`config.mk`:
```
export PLATFORM = sky130hd
export DESIGN_NAME = quoted_token_splitter
export DESIGN_NICKNAME = d
export VERILOG_FILES = /design/src/rtl/core/qts_pkg.sv /design/src/rtl/core/quoted_token_splitter.sv
export VERILOG_INCLUDE_DIRS = /design/src /design/src/rtl/core
export SDC_FILE = /design/constraint.sdc
export NUM_CORES = 1
export LEC_CHECK = 0
export BUFFER_PORTS_ARGS = -buffer_cell sky130_fd_sc_hd__buf_2
export CAP_MARGIN = 40
export CELL_PAD_IN_SITES_DETAIL_PLACEMENT = 2
export CELL_PAD_IN_SITES_GLOBAL_PLACEMENT = 2
export CORE_MARGIN = 5
export CORE_UTILIZATION = 25
export CTS_BUF_LIST = sky130_fd_sc_hd__clkbuf_16
export CTS_CLUSTER_DIAMETER = 150
export CTS_CLUSTER_SIZE = 30
export DETAILED_ROUTE_END_ITERATION = 12
export GPL_TIMING_DRIVEN = 0
export PLACE_DENSITY = 0.51
export SYNTH_ARGS = -nofsm -noshare
export SYNTH_HDL_FRONTEND = slang
export SYNTH_SLANG_ARGS = --single-unit
export TNS_END_PERCENT = 50
```
`constraint.sdc`:
```
create_clock -name clk -period 3.9 [get_ports clk]
set_input_delay 0.585 -clock clk [delete_from_list [all_inputs] [get_ports clk]]
set_output_delay 0.585 -clock clk [all_outputs]
set_load 0.05 [all_outputs]
```
`src/rtl/core/quoted_token_splitter_assert.svh`:
```
`ifndef QUOTED_TOKEN_SPLITTER_ASSERT_SVH
`define QUOTED_TOKEN_SPLITTER_ASSERT_SVH

// check a property outside reset
`define QTS_ASSERT(lbl, prop, msg) \
  lbl: assert property (@(posedge clk) disable iff (!rst_n) prop) else $error(msg);

// check a property at every edge, reset included
`define QTS_ASSERT_ALWAYS(lbl, prop, msg) \
  lbl: assert property (@(posedge clk) prop) else $error(msg);

`endif

```
`src/rtl/core/qts_pkg.sv`:
```
package qts_pkg;

  localparam logic [2:0] KIND_BYTE      = 3'd0;
  localparam logic [2:0] KIND_TOKEN_END = 3'd1;
  localparam logic [2:0] KIND_EQUALS    = 3'd2;
  localparam logic [2:0] KIND_ACCEPT    = 3'd3;
  localparam logic [2:0] KIND_REJECT    = 3'd4;

  localparam logic [2:0] ERR_NONE      = 3'd0;
  localparam logic [2:0] ERR_CLOSE     = 3'd1;
  localparam logic [2:0] ERR_OPEN      = 3'd2;
  localparam logic [2:0] ERR_UNCLOSED  = 3'd3;
  localparam logic [2:0] ERR_BACKSLASH = 3'd4;

  localparam logic [7:0] CH_BACKSLASH = 8'h5C;
  localparam logic [7:0] CH_QUOTE     = 8'h22;
  localparam logic [7:0] CH_EQUALS    = 8'h3D;

  localparam int QDEPTH = 4;
  localparam int QPTR_W = $clog2(QDEPTH);
  localparam int QCNT_W = $clog2(QDEPTH + 1);

  typedef struct packed {
    logic [2:0] kind;
    logic [7:0] data;
    logic [2:0] err;
    logic       last;
  } res_t;

  function automatic logic is_ws(input logic [7:0] c);
    is_ws = (c == 8'd32) || ((c >= 8'd9) && (c <= 8'd13));
  endfunction

  function automatic res_t mk_res(input logic [2:0] kind, input logic [7:0] data,
                                  input logic [2:0] err);
    res_t r;
    r.kind = kind;
    r.data = data;
    r.err  = err;
    r.last = 1'b0;
    mk_res = r;
  endfunction

endpackage

```
`src/rtl/core/quoted_token_splitter.sv`:
```
// channel | dir | tdata                  | tuser     | tlast
// in_     | in  | [7:0] in_byte          | -         | end_of_line
// out_    | out | [7:0] out_byte,        | [2:0] kind| last
//         |     | [10:8] error_code      |           |
//
// One input beat per cycle while in_tready is high; each beat is decoded in the cycle it is taken and
// pushes zero, one or two result beats into a four-entry result queue.
// in_tready drops while the queue holds more than two beats: when results back
// up behind a stalled output, or when two-result beats arrive back to back.
// Results leave one per cycle while out_tready is high; each result is registered in the queue first.
// Reset (rst_n low, synchronous) empties the queue and clears the line state.
`include "quoted_token_splitter_assert.svh"

module quoted_token_splitter (
  input  logic        clk,
  input  logic        rst_n,
  input  logic        in_tvalid,
  output logic        in_tready,
  input  logic [7:0]  in_tdata,   // [7:0] in_byte
  input  logic        in_tlast,   // end_of_line
  output logic        out_tvalid,
  input  logic        out_tready,
  output logic [15:0] out_tdata,  // [7:0] out_byte, [10:8] error_code, rest zero
  output logic [2:0]  out_tuser,  // [2:0] kind
  output logic        out_tlast   // last
);
  import qts_pkg::*;

  logic              in_quote_r, in_quote_nxt;
  logic              esc_r, esc_nxt;
  logic              close_chk_r, close_chk_nxt;
  logic [7:0]        prev_r, prev_nxt;
  logic              line_start_r, line_start_nxt;
  logic              tok_open_r, tok_open_nxt;
  logic              failed_r, failed_nxt;

  res_t              q_r [QDEPTH];
  logic [QPTR_W-1:0] wr_ptr_r, rd_ptr_r;
  logic [QCNT_W-1:0] cnt_r;

  res_t              res0, res1, r0, r1;
  logic [1:0]        push_n, n;
  logic              in_acc, out_acc;
  logic [7:0]        c;

  assign in_acc  = in_tvalid && in_tready;
  assign out_acc = out_tvalid && out_tready;
  assign c       = in_tdata;

  always_comb begin
    in_quote_nxt   = in_quote_r;
    esc_nxt        = esc_r;
    close_chk_nxt  = close_chk_r;
    prev_nxt       = prev_r;
    line_start_nxt = line_start_r;
    tok_open_nxt   = tok_open_r;
    failed_nxt     = failed_r;
    r0             = mk_res(KIND_BYTE, 8'd0, ERR_NONE);
    r1             = mk_res(KIND_BYTE, 8'd0, ERR_NONE);
    n              = 2'd0;
    if (in_tlast) begin
      if (!failed_r) begin
        if (in_quote_r) begin
          r0 = mk_res(KIND_REJECT, 8'd0, ERR_UNCLOSED);
          n  = 2'd1;
        end else if (esc_r) begin
          r0 = mk_res(KIND_REJECT, 8'd0, ERR_BACKSLASH);
          n  = 2'd1;
        end else if (tok_open_r) begin
          r0 = mk_res(KIND_TOKEN_END, 8'd0, ERR_NONE);
          r1 = mk_res(KIND_ACCEPT, 8'd0, ERR_NONE);
          n  = 2'd2;
        end else begin
          r0 = mk_res(KIND_ACCEPT, 8'd0, ERR_NONE);
          n  = 2'd1;
        end
      end
      in_quote_nxt   = 1'b0;
      esc_nxt        = 1'b0;
      close_chk_nxt  = 1'b0;
      prev_nxt       = 8'd0;
      line_start_nxt = 1'b1;
      tok_open_nxt   = 1'b0;
      failed_nxt     = 1'b0;
    end else if (!failed_r) begin
      if (close_chk_r && !is_ws(c)) begin
        r0         = mk_res(KIND_REJECT, 8'd0, ERR_CLOSE);
        n          = 2'd1;
        failed_nxt = 1'b1;
      end else begin
        close_chk_nxt = 1'b0;
        if (esc_r) begin
          r0           = mk_res(KIND_BYTE, c, ERR_NONE);
          n            = 2'd1;
          tok_open_nxt = 1'b1;
          esc_nxt      = 1'b0;
        end else if (c == CH_BACKSLASH) begin
          esc_nxt = 1'b1;
        end else if (c == CH_QUOTE) begin
          if (in_quote_r) begin
            in_quote_nxt  = 1'b0;
            close_chk_nxt = 1'b1;
          end else if (!line_start_r && !is_ws(prev_r) && (prev_r != CH_EQUALS)) begin
            r0         = mk_res(KIND_REJECT, 8'd0, ERR_OPEN);
            n          = 2'd1;
            failed_nxt = 1'b1;
          end else begin
            in_quote_nxt = 1'b1;
          end
        end else if (in_quote_r) begin
          r0           = mk_res(KIND_BYTE, c, ERR_NONE);
          n            = 2'd1;
          tok_open_nxt = 1'b1;
        end else if (c == CH_EQUALS) begin
          tok_open_nxt = 1'b0;
          if (tok_open_r) begin
            r0 = mk_res(KIND_TOKEN_END, 8'd0, ERR_NONE);
            r1 = mk_res(KIND_EQUALS, 8'd0, ERR_NONE);
            n  = 2'd2;
          end else begin
            r0 = mk_res(KIND_EQUALS, 8'd0, ERR_NONE);
            n  = 2'd1;
          end
        end else if (is_ws(c)) begin
          tok_open_nxt = 1'b0;
          if (tok_open_r) begin
            r0 = mk_res(KIND_TOKEN_END, 8'd0, ERR_NONE);
            n  = 2'd1;
          end
        end else begin
          r0           = mk_res(KIND_BYTE, c, ERR_NONE);
          n            = 2'd1;
          tok_open_nxt = 1'b1;
        end
        prev_nxt       = c;
        line_start_nxt = 1'b0;
      end
    end
    res0 = r0;
    res1 = r1;
    if (n == 2'd1) begin
      res0.last = 1'b1;
    end
    if (n == 2'd2) begin
      res1.last = 1'b1;
    end
  end

  assign push_n = in_acc ? n : 2'd0;

  always_ff @(posedge clk) begin
    if (!rst_n) begin
      in_quote_r   <= 1'b0;
      esc_r        <= 1'b0;
      close_chk_r  <= 1'b0;
      prev_r       <= 8'd0;
      line_start_r <= 1'b1;
      tok_open_r   <= 1'b0;
      failed_r     <= 1'b0;
    end else if (in_acc) begin
      in_quote_r   <= in_quote_nxt;
      esc_r        <= esc_nxt;
      close_chk_r  <= close_chk_nxt;
      prev_r       <= prev_nxt;
      line_start_r <= line_start_nxt;
      tok_open_r   <= tok_open_nxt;
      failed_r     <= failed_nxt;
    end
  end

  always_ff @(posedge clk) begin
    if (push_n != 2'd0) begin
      q_r[wr_ptr_r] <= res0;
    end
    if (push_n == 2'd2) begin
      q_r[wr_ptr_r + QPTR_W'(1)] <= res1;
    end
  end

  always_ff @(posedge clk) begin
    if (!rst_n) begin
      wr_ptr_r <= '0;
      rd_ptr_r <= '0;
      cnt_r    <= '0;
    end else begin
      wr_ptr_r <= wr_ptr_r + QPTR_W'(push_n);
      rd_ptr_r <= rd_ptr_r + QPTR_W'(out_acc);
      cnt_r    <= cnt_r + QCNT_W'(push_n) - QCNT_W'(out_acc);
    end
  end

  assign in_tready  = (cnt_r <= QCNT_W'(QDEPTH - 2));
  assign out_tvalid = (cnt_r != '0);
  assign out_tdata  = {5'd0, q_r[rd_ptr_r].err, q_r[rd_ptr_r].data};
  assign out_tuser  = q_r[rd_ptr_r].kind;
  assign out_tlast  = q_r[rd_ptr_r].last;

  `QTS_ASSERT_ALWAYS(a_cnt_bound, (!rst_n || (cnt_r <= QCNT_W'(QDEPTH))), "result queue overflow")
  `QTS_ASSERT(a_eol_clears, (in_acc && in_tlast) |=> (line_start_r && !failed_r && !in_quote_r && !tok_open_r), "line state not cleared at end of line")
  `QTS_ASSERT(a_failed_silent, (in_acc && failed_r && !in_tlast) |-> (push_n == 2'd0), "results after line rejection")
  `QTS_ASSERT(a_pair_last, (push_n == 2'd2) |-> (!res0.last && res1.last), "last misplaced on two-result beat")

endmodule

```
==> run_results.csv <==
group,metric,value,unit
run_status,outcome,"complete, no violations",
synth,synthCells,386,
drt,first_pass_iters,4,
min_path,hold_class,"flip-flop to flip-flop",
final_layout,drive_above_1_share,28.2,%
synth,ys_top_cells_by_area,"dfxtp_1 (33%), edfxtp_1 (8.5%), mux4_2 (8.0%)",
drt,vias_per_cell,5.04,
grt,grt-ovfl-total,0,
synth,synth.top_cell.area_share,32.6,%
synth,ys_warn_count,0,
floorplanning,dieArea,19600,µm²
timing,min_period_over_period,92.2,%
grt,antenna_found_initial,0,
grt,grt_max_degree,15,
timing,fmax,278,MHz
synth,synth.largest_area_cell,"dfxtp_1",
floorplanning,initial_core_util,25.5,%
timing,relSlewSlack,39.6,%
clock_network,cts_buffer_depth,2,
clock_network,hold_buffers,0,
timing,final_hold_viol_count,0,
worst_setup_path,worstPathArrival,3.84,ns
worst_setup_path,crit_fanout,10,
placed_design,dpl_cell_area,4680,µm²
clock_network,cts_tree,"done",
synth,synth_edf_count,12,
timing,setup_violations,0,
run,cap_viol_max_count,0,
placed_design,dp_hpwl,10300,µm
grt,grt_pass1_vias,3712,
synth,syn_area,4230,µm²
final_layout,area_growth,18.1,%
clock_network,numCtsBuffers,9,
placed_design,globalplace.congestion,0.759,
grt,grt_pass1_wl,22200,µm
floorplanning,core-area,16600,µm²
worst_setup_path,critical_path_class,"input port to flip-flop",
clock_network,htreeDepth,3,
drt,drt_iter0_drc,79,
synth,synth_seq_cells,81,
synth,synth-main-ff-cell,"dfxtp_1",
clock_network,root_buffer,"clkbuf_16",
placed_design,port_buffers,25,
synth,yosysUniqueCellTypes,79,
drt,wl,14000,µm
timing,drv_slew,0,
timing,rsz0062_at_grt,"false",
floorplanning,die_h,140,µm
synth,ys_seq_area_share,41.1,%
clock_network,clock_latency,0.35,ns
drt,ant_nets,0,
grt,globalRouteTotalUtil,14.7,%
final_layout,antenna_cells,0,
clock_network,postCtsSetupRepairBufs,0,
drt,vias,3290,
timing,fin_crit,3.59,ns
worst_setup_path,cp.required,4.15,ns
timing,setup_tns,0,ns
synth,ys_async_sr_fraction,0,%
pwr,powerDensity,682,nW/µm²
clock_network,clkSinkCount,81,
final_layout,final_cell_area,5000,µm²
final_layout,final_net_count,447,
floorplanning,chipWidth,140,µm
timing,clock-skew-final,0.00912,ns
floorplanning,ios,35,
worst_setup_path,cp-end-kind,"flip-flop",
worst_setup_path,start_kind,"input port",
drt,post-route-drc-count,0,
timing,worst_pin_slew,0.898,ns
pwr,p_leak,0.00182,µW
clock_network,clk_pin_slew,0.07,ns
pwr,ir_drop,0.232,mV
drt,wl_per_cell,21.4,µm
synth,synth.avg_cell_area,11.0,µm²
floorplanning,rows,47,
==> routing by layer <==
layer | global-route usage (%) | part of all wire [%] | up-vias
met5 | 0 | 0 | -
met4 | 4.18 | 1.6 | 0
met3 | 2.86 | 2.6 | 18
met1 | 19.1 | 47 | 1684
met2 | 25.0 | 49 | 44
li1 | - | - | 1544
==> cell type report <==
class                   count  area (µm²)
plain buffers              34         265
clock inverters             7        92.6
multi-input cells         259        2190
clock buffers               9         225
inverters                  16        60.1
fillers                  1846       11600
flip-flops and latches     81        1740
repair buffers             27         151
well taps                 220         275
==> worst max-delay path, stage by stage <==
cell and delay, ns:
buf_2 0.17, nor4b_2 0.38, nand3_2 0.34, o311a_4 0.49
a211oi_4 0.44, inv_1 0.09, ha_1 0.29, inv_1 0.04
ha_1 0.19, fa_1 0.37, xnor2_1 0.21, xnor2_1 0.08
and2_1 0.15
==> cell usage in the layout, fill, tap and decap left out, types with 9 or more instances in the layout <==
| cell type | count |
|---|---|
| buf_6 | 9 |
| inv_1 | 17 |
| dfxtp_1 | 69 |
| a22o_1 | 24 |
| nand2_1 | 15 |
| nor2_1 | 10 |
| clkbuf_16 | 9 |
| nand3_1 | 16 |
| nor2b_1 | 10 |
| buf_2 | 29 |
| and2_1 | 11 |
| mux4_2 | 15 |
| o21ai_0 | 19 |
| a22oi_1 | 9 |
| buf_4 | 10 |
| edfxtp_1 | 12 |
==> synthesized netlist by cell type, drive strengths merged, types with 12 or more instances <==
| cell | n |
|---|---|
| dfxtp | 69 |
| o21ai | 27 |
| a22o | 24 |
| buf | 23 |
| nand3 | 18 |
| inv | 16 |
| mux4 | 15 |
| nand2 | 15 |
| and2 | 12 |
| edfxtp | 12 |
| o2bb2ai | 12 |
==> path summary, 6_finish.rpt <==
kind               startpoint         to  slack, ns  cells past startpoint
setup reg to reg    prev_r[5]   cnt_r[2]       0.36                     13
hold reg to reg     q_r[3][3]  q_r[3][3]       0.47                      1
hold / removal      q_r[3][3]  q_r[3][3]       0.47                      1
setup / recovery  in_tdata[3]   cnt_r[2]       0.31                     13
==> cells by family after synthesis <==
group                      synth area share, %
adders and majority gates                 1.95
and+or+nand+nor                           16.0
other                                   0.0886
xor gates and xnor gates                  1.03
muxes                                     7.98
buffers and inverters                     7.68
AOI/OAI and AO/OA                         24.1
DFF                                       41.1
==> flip-flops by register name (all words and copies together), names as in the netlist <==
register and cells:
q_r 60, wr_ptr_r 2, prev_r 8, cnt_r 3, esc_r 1, failed_r 1, in_quote_r 1, line_start_r 1
tok_open_r 1, rd_ptr_r 2, close_chk_r 1
==> stage by stage <==
stage	hold slack [ns]	utilization, %	cells	worst slack (ns)	power (µW)
CTS	0.470	30.1	653	0.0695	3470
global placement	0.441	28.0	635	-0.347	2460
global route	0.485	30.1	653	0.0963	3610
detailed placement	0.450	28.2	637	-0.282	2510
finish	0.465	30.1	653	0.306	3410
floorplan	0.427	-	390	0.340	2160
==> report_power, final <==
| group | switching, µW | internal (µW) | total (µW) |
|---|---|---|---|
| sequential | 109 | 1050 | 1160 |
| clock | 380 | 563 | 943 |
| combinational | 813 | 497 | 1310 |
==> repair_timing <==
action,CTS,global route
setup endpoints to repair,0,1
hold endpoints to repair,0,0
resized for setup,0,1
Note: power is estimated with default switching activity, not from simulation.
